$ cat src/hbm_pkg.sv
// Shared types and register indexes for the heightmap box mean filter.
package hbm_pkg;

    localparam logic [1:0] REG_GRID_WIDTH    = 2'd0;
    localparam logic [1:0] REG_GRID_HEIGHT   = 2'd1;
    localparam logic [1:0] REG_WINDOW_RADIUS = 2'd2;

    localparam logic ACT_WRITE = 1'b0;
    localparam logic ACT_READ  = 1'b1;

    typedef enum logic [2:0] {
        ST_IDLE,
        ST_READ,
        ST_LAST,
        ST_DIV,
        ST_DONE
    } t_back_state;

endpackage

$ cat src/hbm_front.sv
// Front end: classify words, handle range errors, queue work for the back end.
module hbm_front #(
    parameter int DW = 9,
    parameter int AW = 8
) (
    input  logic          i_clk,
    input  logic          i_rst_n,
    input  logic          i_push,
    output logic          o_full,
    input  logic          i_action,
    input  logic [AW-1:0] i_col,
    input  logic [AW-1:0] i_row,
    input  logic [15:0]   i_sample,
    input  logic [DW-1:0] i_w,
    input  logic [DW-1:0] i_h,
    input  logic          i_deq,
    output logic          o_q_valid,
    output logic [2*AW+17:0] o_q_word
);
    import hbm_pkg::*;

    // queue word: {err, action, col, row, sample}
    localparam int QW = 2*AW + 18;
    logic [QW-1:0] r_q [2];
    logic          r_wp, r_rp;
    logic [1:0]    r_cnt;
    logic          err;
    logic          acc;

    assign err = (i_action == ACT_READ) &&
                 (({1'b0, i_col} >= i_w) || ({1'b0, i_row} >= i_h));
    assign o_full = (r_cnt == 2'd2);
    assign acc = i_push && !o_full;
    assign o_q_valid = (r_cnt != 2'd0);
    assign o_q_word = r_q[r_rp];

    always_ff @(posedge i_clk) begin
        if (acc) begin
            r_q[r_wp] <= {err, i_action, i_col, i_row, i_sample};
        end
        if (!i_rst_n) begin
            r_wp <= 1'b0;
            r_rp <= 1'b0;
            r_cnt <= 2'd0;
        end else begin
            if (acc) begin
                r_wp <= ~r_wp;
            end
            if (i_deq && o_q_valid) begin
                r_rp <= ~r_rp;
            end
            r_cnt <= r_cnt + {1'b0, acc} - {1'b0, i_deq && o_q_valid};
        end
    end
endmodule

$ cat config.mk
export PLATFORM = sky130hd
export DESIGN_NAME = hbm_front
export DESIGN_NICKNAME = d
export VERILOG_FILES = /design/src/hbm_pkg.sv /design/src/hbm_front.sv
export SDC_FILE = /design/constraint.sdc
export NUM_CORES = 1
export LEC_CHECK = 0
export BUFFER_PORTS_ARGS = -buffer_cell sky130_fd_sc_hd__buf_2
export CORE_UTILIZATION = 42
export DETAILED_ROUTE_END_ITERATION = 16
export GPL_TIMING_DRIVEN = 1
export PLACE_DENSITY_LB_ADDON = 0.1
export SYNTH_ARGS = -nofsm -noshare
export SYNTH_HDL_FRONTEND = slang
export SYNTH_SLANG_ARGS = --single-unit
export TNS_END_PERCENT = 100
$ cat constraint.sdc
create_clock -name i_clk -period 4.35 [get_ports i_clk]
set_input_delay 0.87 -clock i_clk [delete_from_list [all_inputs] [get_ports i_clk]]
set_output_delay 0.87 -clock i_clk [all_outputs]
set_load 0.02 [all_outputs]
---- After elaboration in Yosys (flattened, before gate mapping) ----
Memories as Yosys holds them, arrays and structs flattened. A register that Yosys moved wholly into a read port is not among the register bits.
Index checks and enable logic that the tools add are counted.
cells by class
  multiplexer cells ....................... 4
  reduce and logical (&&, ||, !) cells .... 6
  equality and inequality tests ........... 1
  $lt $le $gt $ge ......................... 2
  bitwise logic cells ..................... 2
  add/sub/neg operators ................... 2
operator list
  kind                number
  $ge 8x9->1          2
  $mux 1              4
  $logic_and 1x1->1   3
  $add 2x1->2         1
  $eq 2x2->1 const B  1
  $not 1->1           2
  $reduce_bool 2->1   1
  $sub 2x1->2         1
  $logic_not 1->1     1
  $logic_or 1x1->1    1
word-level totals
  RAM bits ................................ 68
  bits in registers ....................... 4
  input port bits ......................... 55
  word-level logic and storage cells ...... 21
  memories kept ........................... 1
  output and inout port bits .............. 36
memory list
  name  words  width  read ports  clocked after Yosys merged registers in  write ports  line             source
  r_q   2      34     1           1                                        1            hbm_front.sv:24  logic [QW-1:0] r_q [2];

---- Depth between registers and ports, before layout ----
Gate-level depths: netlist of the first run.
  word-level depth ........................ 5
  gate-level depth with buffers ........... 8
  depth with buffers taken out ............ 8

---- Worst setup path before layout of the first run ----
No wires, ideal clock.
  kind .................................... input to register
  from .................................... input i_push
  to ...................................... memory r_q[0][0] (netlist bit), enable pin
  path buffers ............................ 0
  arrival time ............................ 2,401 ps
  setup time .............................. 425 ps
  data required time ...................... 3,925 ps
  setup slack ............................. 1,523 ps
  cell stages on the path ................. 2
  cells stage by stage .................... nand2_1 -> nor2_1
on the way
  word-level cells in the longest chain between the ends .. 3
RTL lines
  what                          line             source
  start, declared               hbm_front.sv:8   input logic i_push,
  $logic_and 1x1->1             hbm_front.sv:33  assign acc = i_push && !o_full;
  $mux 1                        hbm_front.sv:38  if (acc) begin
  $mux 1 (implied by the code)  hbm_front.sv:39  r_q[r_wp] <= {err, i_action, i_col, i_row, i_sample};
  end, declared                 hbm_front.sv:24
Every way passes these cells.

==> results of run 1 <==
==> stage by stage <==
stage / cells / total power, mW / util [%] / hold WS (ns) / setup slack, ns
5_1_grt: 384 / 2.136 / 54.95 / 0.5875 / 1.537
6_report: 384 / 2.023 / 54.95 / 0.5583 / 1.675
4_1_cts: 384 / 2.054 / 54.95 / 0.5639 / 1.584
3_3_place_gp: 368 / 1.549 / 52.26 / 0.5370 / 1.965
2_1_floorplan: 186 / 1.379 / - / 0.5274 / 1.523
3_5_place_dp: 368 / 1.553 / 52.26 / 0.5411 / 1.966
==> power by group through the flow <==
stage | combinational [mW] | sequential [mW] | clock, mW
6_report | 0.560 | 0.964 | 0.499
5_1_grt | 0.606 | 0.981 | 0.549
4_1_cts | 0.572 | 0.970 | 0.512
3_5_place_dp | 0.569 | 0.984 | 0
3_3_place_gp | 0.566 | 0.983 | 0
2_1_floorplan | 0.448 | 0.932 | 0
==> worst max-delay path by stage <==
| stage | startpoint | end | slack, ns |
|---|---|---|---|
| 2_1_floorplan | i_push | r_q[0][0] | 1.52 |
| 3_3_place_gp | flip-flop | o_q_word[31] | 1.96 |
| 3_5_place_dp | flip-flop | o_q_word[31] | 1.97 |
| 4_1_cts | flip-flop | o_q_word[31] | 1.58 |
| 5_1_grt | flip-flop | o_q_word[27] | 1.54 |
| 6_report | flip-flop | o_q_word[1] | 1.68 |
==> routing by layer <==
layer  up-vias  wire (um)
li1        887          -
met1       849       2348
met2        60       2478
met3         9        298
met4         0         89
met5         -          0
==> state kept, by name, indices dropped and copies added (netlist names), named ones only <==
| name | count |
|---|---|
| r_cnt | 2 |
| r_wp | 1 |
| r_q | 68 |
| r_rp | 1 |
==> cell usage in the layout (no fill, tap or decap), types with 2 or more instances in the layout <==
master and count:
xnor2_1 3, nor2b_1 3, and2_1 3, clkinv_2 2, edfxtp_1 68, buf_2 90
nand2_1 4, nor3_1 2, nor2_1 3, a21oi_1 2, clkbuf_1 2, a211oi_1 2
dfxtp_1 4, o21ai_0 3, clkbuf_8 9, inv_1 18, ha_1 18, mux2_2 34
==> cells by family after synthesis <==
group	Yosys count	share of synthesized area [%]
DFF	73	68.95
muxes	34	12.32
buffers and inverters	22	3.423
and+or+nand+nor	22	3.907
adders and majority gates	18	7.249
AOI/OAI and AO/OA	13	2.779
xor gates and xnor gates	4	1.370
==> final cells by class <==
| type | count | area (sq um) |
|---|---|---|
| Fill cell | 605 | 3146 |
| Sequential cell | 73 | 2143 |
| Multi-Input combinational cell | 91 | 867.1 |
| Timing Repair Buffer | 90 | 450.4 |
| Clock buffer | 11 | 131.4 |
| Tap cell | 96 | 120.1 |
| Inverter | 18 | 67.56 |
| Clock inverter | 5 | 56.30 |
==> worst min-delay path: cells and delay by family (launching register included) <==
kind | cells | cell delay, ns
DFF | 1 | 0.36
and+or+nand+nor | 1 | 0.04
xor gates and xnor gates | 1 | 0.13
==> flow_metrics.py, run 1 <==
metrics = {
    "floorplan": {
        "die_w_um": 88.01,
        "dieHeight_um": 88.01,
        "ios": 91,
        "start_util_pct": 44.50,
        "die-area_sq_um": 7745,
        "row_count": 30,
        "coreArea_sq_um": 6982,
    },
    "run": {
        "maxCapViolCount": 0,
    },
    "timing": {
        "max_freq_mhz": 373.8,
        "slew_headroom_pct": 30.59,
        "rsz0062_at_grt": "false",
        "fin_setup_tns_ns": 0,
        "final.min_clock_period_ns": 2.675,
        "finalSetupViolCount": 0,
        "finalCritPeriodShare_pct": 61.49,
        "worst_clock_skew_ns": 0.006039,
        "hold_viol": 0,
        "tightestPinTransition_ns": 1.039,
        "drv_slew": 0,
    },
    "route": {
        "ant_nets": 0,
        "num_vias": 1805,
        "drtIter0Drc": 64,
        "drcViolationCount": 0,
        "wl_um": 5215,
        "routedWlPerCell_um": 13.58,
        "vias_per_cell": 4.701,
        "dr.pass1.iters": 4,
    },
    "synth": {
        "synth_edf_count": 68,
        "synth_area_leaders": "edfxtp_1, mux2_2, ha_1",
        "yosysTopAreaCell": "edfxtp_1",
        "synth_seq_area_share_pct": 68.95,
        "netlist.area_leader.share_pct": 65.73,
        "synth.distinct_cells": 29,
        "yosys-top-cells-count": "edfxtp_1, mux2_2, ha_1, inv_1, dfxtp_1",
        "syn-num-nets": 259,
        "synthArstFlopShare_pct": 0,
        "ys.flop_type": "edfxtp_1",
        "ys_ff_latch": 73,
        "syn_area_sq_um": 3107,
        "yosysWarnings": 0,
        "synth_cells": 186,
        "avgSynthCellArea_sq_um": 16.70,
        "synth_most_common_cell": "edfxtp_1",
    },
    "cts": {
        "cts_tree": "built",
        "clock_latency_ns": 0.33,
        "clkSinkCount": 73,
        "cts_buffers": 9,
        "post_cts_resized": 0,
        "clk_pin_slew_worst_paths_ns": 0.07,
        "cts_hold_buf": 0,
        "root_buffer": "clkbuf_8",
        "post-cts-setup-buffer-count": 0,
        "cts_buffer_depth": 2,
        "htree_num_levels": 3,
    },
    "power_and_ir_drop": {
        "internal-power_mw": 1.410,
        "powerDensity_nw_per_um2": 527.4,
        "pwr-share-comb_pct": 27.7,
        "peakVddDrop_uv": 228.1,
        "p_seq_share_pct": 47.6,
        "p_leak_nw": 1.579,
        "swShare_pct": 30.31,
        "clock_power_share_pct": 24.7,
        "switchingPower_uw": 613.3,
    },
    "finish": {
        "area_growth_pct": 23.48,
        "nets": 356,
        "layout-drive-gt1-share_pct": 50.00,
        "design_area_sq_um": 3836,
        "antennaDiodeCount": 0,
    },
    "worst_setup_path": {
        "crit_arrival_ns": 1.80,
        "ff2ff_path_depth": 3,
        "cpPeakStageDelay_ns": 0.87,
        "cp_slowest_cell": "dfxtp_2",
        "timing_worst_setup_path_type": "reg -> out",
        "cp.depth": 2,
        "cp_cell_sequence": "mux2_2, buf_2",
        "reg2reg_setup_slack_ns": 2.51,
        "critPathCaptureType": "primary output",
        "crit_buf_inv": 1,
        "critPathTopFamily": "flip-flops",
        "critical_path.reg2reg.endpoint": "r_q[0][6]",
        "worstPathRequired_ns": 3.48,
        "worst-path-max-fanout": 34,
        "cp-start-kind": "flip-flop",
        "worstReg2RegStart": "r_cnt[0]",
    },
    "place": {
        "dp_hpwl_um": 3493,
        "gp_congestion": 0.6798,
        "dpl_cell_area_sq_um": 3649,
        "io_buffer_count": 90,
    },
    "grt": {
        "top_usage_layer": "met2",
        "antenna_found_initial": 0,
        "grt.met3_usage_pct": 5.184,
        "grt_max_degree": 35,
        "first_global_vias": 1666,
        "gr-usage-all-layers_pct": 14.35,
        "grtUsageMet2_pct": 23.11,
        "grt.met1_usage_pct": 17.19,
        "grt_pass1_wl_um": 7990,
        "grt_overflow": 0,
    },
    "status": {
        "outcome": "complete, no violations",
    },
    "worst_hold_path": {
        "min_from": "r_rp",
        "min_path_type": "reg -> reg",
        "hold_depth": 2,
    },
}
Power figures use the tool's default switching activity.
==> inputs of run 2 (changes only) <==
==> constraint.sdc (replaced) <==
create_clock -name i_clk -period 2.8 [get_ports i_clk]
set_input_delay 0.56 -clock i_clk [delete_from_list [all_inputs] [get_ports i_clk]]
set_output_delay 0.56 -clock i_clk [all_outputs]
set_load 0.02 [all_outputs]
==> run 2 against run 1 <==
  * First-iteration DRC count shrank 34%
  * Wire length shrank 0.42%
  * Hold slack lost 0.14 ns
==> flow_metrics.py, run 2 (synthesis results as in run 1) <==
metrics = {
    "status": {
        "outcome": "complete, no violations",
    },
    "worst_setup_path": {
        "cp_cell_sequence": "buf_4, mux2_2, buf_2",
        "cpPeakStageDelay_ns": 0.49,
        "ff2ff_path_depth": 8,
        "timing_worst_setup_path_type": "reg -> out",
        "cp-start-kind": "flip-flop",
        "reg2reg_setup_slack_ns": 1.07,
        "worstReg2RegStart": "r_cnt[1]",
        "crit_arrival_ns": 1.63,
        "worstPathRequired_ns": 2.24,
        "critPathCaptureType": "primary output",
        "critical_path.reg2reg.endpoint": "r_cnt[1]",
        "worst-path-max-fanout": 13,
        "cp_slowest_cell": "dfxtp_2",
    },
    "worst_hold_path": {
        "min_to": "r_q[1][8]",
        "min_from": "i_sample[8]",
        "min_path_type": "in -> reg",
        "hold_depth": 1,
    },
    "route": {
        "ant_nets": 0,
        "vias_per_cell": 4.634,
        "num_vias": 1798,
        "dr.pass1.iters": 4,
        "drcViolationCount": 0,
        "routedWlPerCell_um": 13.38,
        "drtIter0Drc": 42,
        "wl_um": 5193,
    },
    "finish": {
        "regArea_sq_um": 2143,
        "final_cells": 388,
        "area_growth_pct": 25.17,
        "largest_register_ffs": 68,
        "nets": 360,
        "fillers": 617,
        "most-common-layout-cells": "buf_2, edfxtp_1, mux2_2",
        "multi_input_area_sq_um": 867.1,
        "antennaDiodeCount": 0,
        "layout-drive-gt1-share_pct": 50.68,
        "top_register": "r_q",
        "final_common_cell": "buf_2",
        "final_core_util_pct": 55.70,
        "top_regs": "r_q (68), r_cnt (2)",
    },
    "grt": {
        "grt_pass1_wl_um": 8031,
        "grt_overflow": 0,
        "antenna_found_initial": 0,
        "grt_max_degree": 24,
        "gr-usage-all-layers_pct": 14.36,
        "first_global_vias": 1804,
    },
    "timing": {
        "fin_ws_ns": 0.6076,
        "finalSetupViolCount": 0,
        "rsz0062_at_grt": "false",
        "max_freq_mhz": 456.1,
        "slew_headroom_pct": 68.48,
        "tightestPinTransition_ns": 0.4727,
        "drv_slew": 0,
        "worst_clock_skew_ns": 0.003296,
        "finalCritPeriodShare_pct": 78.30,
        "final.min_clock_period_ns": 2.192,
        "fin_setup_tns_ns": 0,
        "hold_viol": 0,
    },
    "floorplan": {
        "coreArea_sq_um": 6982,
        "start_util_pct": 44.50,
        "die-area_sq_um": 7745,
        "row_count": 30,
        "ios": 91,
        "dieHeight_um": 88.01,
        "die_w_um": 88.01,
    },
    "place": {
        "dp_hpwl_um": 3756,
        "placed_cells": 372,
        "io_buffer_count": 90,
        "post-place-ws_ns": 0.9243,
        "gp_congestion": 0.7400,
    },
    "cts": {
        "cts_buffers": 9,
        "cts_buffer_depth": 2,
        "clock_latency_ns": 0.33,
        "cts_tree": "built",
        "cts_hold_buf": 0,
        "root_buffer": "clkbuf_8",
        "post-cts-setup-buffer-count": 0,
        "htree_num_levels": 3,
        "clk_pin_slew_worst_paths_ns": 0.07,
        "post_cts_resized": 0,
        "clkSinkCount": 73,
    },
    "run": {
        "maxCapViolCount": 0,
    },
    "power_and_ir_drop": {
        "p_leak_nw": 1.612,
        "peakVddDrop_uv": 254.1,
        "powerDensity_nw_per_um2": 815.1,
        "totalPowerFinal_mw": 3.170,
    },
}
## run 2: worst max path at each step
stage / slack, ns / to / start
6_report: 0.61 / o_q_word[21] / flip-flop
5_1_grt: 0.51 / o_q_word[22] / flip-flop
4_1_cts: 0.55 / o_q_word[31] / flip-flop
3_5_place_dp: 0.92 / o_q_word[31] / flip-flop
3_3_place_gp: 0.93 / o_q_word[33] / flip-flop
2_1_floorplan: 0.28 / r_q[0][0] / i_push
## run 2: critical path: cells and delay by family (launching register included)
kind	cells	cell delay, ns
DFF	1	0.49
muxes	1	0.36
buffers and inverters	2	0.45
## run 2: routing by layer
layer  up-vias  share of wire, %  GRT usage, %  wire length [um]
li1        898                 -             -                 -
met1       835                45         16.74              2324
met2        55                48         24.24              2485
met3        10               5.5         4.241               286
met4         0               1.8         7.004                96
met5         -                 0             0                 0
## run 2: cell type report
type	instances	area share, %
clock buffers	9	3.185
clock inverters	7	1.577
inverters	18	1.737
multi-input cells	91	22.30
flip-flops and latches	73	55.12
well taps	96	3.089
repair buffers	94	13.00
## run 2: per-stage QoR
step | hold WS [ns] | instance area, sq um
6_report | 0.4181 | 3889
3_3_place_gp | 0.5365 | 3704
2_1_floorplan | 0.5274 | 3107
4_1_cts | 0.3987 | 3889
3_5_place_dp | 0.5397 | 3704
5_1_grt | 0.4057 | 3889
## run 2: where the power goes
group          internal (mW)  switching (mW)
Sequential              1.39          0.0614
Combinational          0.423           0.538
Clock                  0.402           0.358
Total                   2.21           0.957
==> inputs of run 3 (changes only) <==
==> constraint.sdc (replaced) <==
create_clock -name i_clk -period 2 [get_ports i_clk]
set_input_delay 0.4 -clock i_clk [delete_from_list [all_inputs] [get_ports i_clk]]
set_output_delay 0.4 -clock i_clk [all_outputs]
set_load 0.02 [all_outputs]
==> run 3 against run 2 <==
  * Cell count increased by 0.26%
  * Flip-flop and latch count unchanged
  * Global-route usage decreased by 0.58 points
  * Via count increased by 0.78%
  * Setup slack got worse by 0.46 ns
  * Critical endpoint is now o_q_word[11]
  * Highest routed layer unchanged
==> flow_metrics.py, run 3 (synthesis results as in run 1) <==
metrics = {
    "power_and_ir_drop": {
        "switchingPower_mw": 1.315,
        "internal-power_mw": 2.963,
        "peakVddDrop_uv": 438.3,
        "swShare_pct": 30.75,
        "p_leak_nw": 1.594,
        "clock_power_share_pct": 21.4,
        "pwr-share-comb_pct": 31.8,
        "powerDensity_nw_per_um2": 1111,
        "p_seq_share_pct": 46.8,
    },
    "floorplan": {
        "ios": 91,
        "die_w_um": 88.01,
        "die-area_sq_um": 7745,
        "coreArea_sq_um": 6982,
        "dieHeight_um": 88.01,
        "start_util_pct": 44.50,
        "row_count": 30,
    },
    "route": {
        "num_vias": 1812,
        "ant_nets": 0,
        "routedWlPerCell_um": 13.20,
        "wl_um": 5133,
        "vias_per_cell": 4.658,
        "drtIter0Drc": 48,
        "drcViolationCount": 0,
        "dr.pass1.iters": 4,
    },
    "cts": {
        "cts_hold_buf": 0,
        "root_buffer": "clkbuf_8",
        "cts_tree": "built",
        "clock_latency_ns": 0.33,
        "cts_buffer_depth": 2,
        "cts_buffers": 9,
        "htree_num_levels": 3,
        "clkSinkCount": 73,
        "clk_pin_slew_worst_paths_ns": 0.07,
    },
    "worst_hold_path": {
        "hold_depth": 1,
        "min_to": "r_q[0][10]",
        "min_path_type": "in -> reg",
        "min_from": "i_sample[10]",
    },
    "worst_setup_path": {
        "cp_slowest_cell": "mux2_2",
        "cp_cell_sequence": "buf_6, mux2_2, buf_2",
        "critical_path.reg2reg.endpoint": "r_cnt[1]",
        "critPathTopFamily": "buffers and inverters",
        "critPathCaptureType": "primary output",
        "worst-path-max-fanout": 24,
        "cp-start-kind": "flip-flop",
        "ff2ff_path_depth": 8,
        "reg2reg_setup_slack_ns": 0.28,
        "worstReg2RegStart": "r_cnt[1]",
        "crit_buf_inv": 2,
        "timing_worst_setup_path_type": "reg -> out",
        "crit_arrival_ns": 1.45,
        "cpPeakStageDelay_ns": 0.38,
        "worstPathRequired_ns": 1.60,
    },
    "finish": {
        "antennaDiodeCount": 0,
        "nets": 362,
        "most-common-layout-cells": "buf_2, edfxtp_1, mux2_2",
        "largest_register_ffs": 68,
        "top_register": "r_q",
        "layout-drive-gt1-share_pct": 50.51,
        "top_regs": "r_q (68), r_cnt (2)",
        "final_common_cell": "buf_2",
        "area_growth_pct": 23.92,
        "design_area_sq_um": 3850,
    },
    "grt": {
        "first_global_vias": 1638,
        "gr-usage-all-layers_pct": 13.78,
        "grt_overflow": 0,
        "grt_pass1_wl_um": 7576,
        "grt_max_degree": 25,
        "antenna_found_initial": 0,
    },
    "timing": {
        "final.min_clock_period_ns": 1.855,
        "worst_clock_skew_ns": 0.006929,
        "max_freq_mhz": 539.1,
        "fin_setup_tns_ns": 0,
        "rsz0062_at_grt": "false",
        "hold_viol": 0,
        "drv_slew": 0,
        "tightestPinTransition_ns": 0.3361,
        "finalCritPeriodShare_pct": 92.75,
        "finalSetupViolCount": 0,
        "slew_headroom_pct": 77.46,
    },
    "place": {
        "dpl_cell_area_sq_um": 3694,
        "gp_congestion": 0.6571,
        "io_buffer_count": 90,
        "dp_hpwl_um": 3714,
    },
    "status": {
        "outcome": "complete, no violations",
    },
    "run": {
        "maxCapViolCount": 0,
    },
}
run 3: metrics by stage:
stage	instances	util, %	hold slack, ns	setup WS (ns)	power [mW]
detailed placement	374	52.90	0.5430	0.2822	3.425
CTS	389	55.09	0.2360	0.01832	4.344
finish	389	55.14	0.2522	0.1451	4.278
global route	389	55.14	0.2352	0.05560	4.506
global placement	374	52.90	0.5416	0.2570	3.413
floorplan	186	-	0.4989	0.1304	2.999
run 3: per-layer routing:
metal	routed length [um]	track usage (%)	vias up
met4	114	8.048	0
li1	-	-	898
met5	0	0	-
met2	2420	21.99	55
met1	2333	16.88	849
met3	266	3.676	10
run 3: worst max-delay path by stage:
stage | from | to | slack [ns] | depth (start not counted)
floorplan | r_cnt[0] | r_q[0][0] | 0.13 | 3
global placement | i_row[6] | r_q[0][33] | 0.26 | 6
detailed placement | i_row[6] | r_q[1][33] | 0.28 | 6
CTS | flip-flop | o_q_word[11] | 0.02 | 3
global route | flip-flop | o_q_word[21] | 0.06 | 3
finish | flip-flop | o_q_word[11] | 0.15 | 3
run 3: what timing repair did:
item | 4_1_cts | 5_1_grt
buffers inserted | 0 | 0
setup endpoints to repair | 0 | 24
gates resized for setup | 0 | 1
run 3: area by class of cell:
cell class,count,area (sq um)
timing repair buffer,96,499.2
fill,626,3132
sequential,73,2143
multi-input combinational,91,867.1
clock buffer,11,131.4
tap,96,120.1
inverter,18,67.56
clock inverter,4,21.27
run 3: power groups by stage:
stage / Combinational, mW / Clock [mW] / Sequential, mW
final: 1.36 / 0.915 / 2.00
after global routing: 1.48 / 1.00 / 2.02
after floorplan: 0.975 / 0 / 2.02
after CTS: 1.39 / 0.947 / 2.01
after detailed placement: 1.39 / 0 / 2.04
after global placement: 1.38 / 0 / 2.03
run 3: worst reg2reg max path: stages, from the launching register on:
cell and delay (ns):
dfxtp_1 0.33, or2_4 0.25, and2_4 0.17, ha_1 0.26
inv_1 0.04, ha_1 0.17, xnor2_1 0.13, xnor2_1 0.12
and2_1 0.14
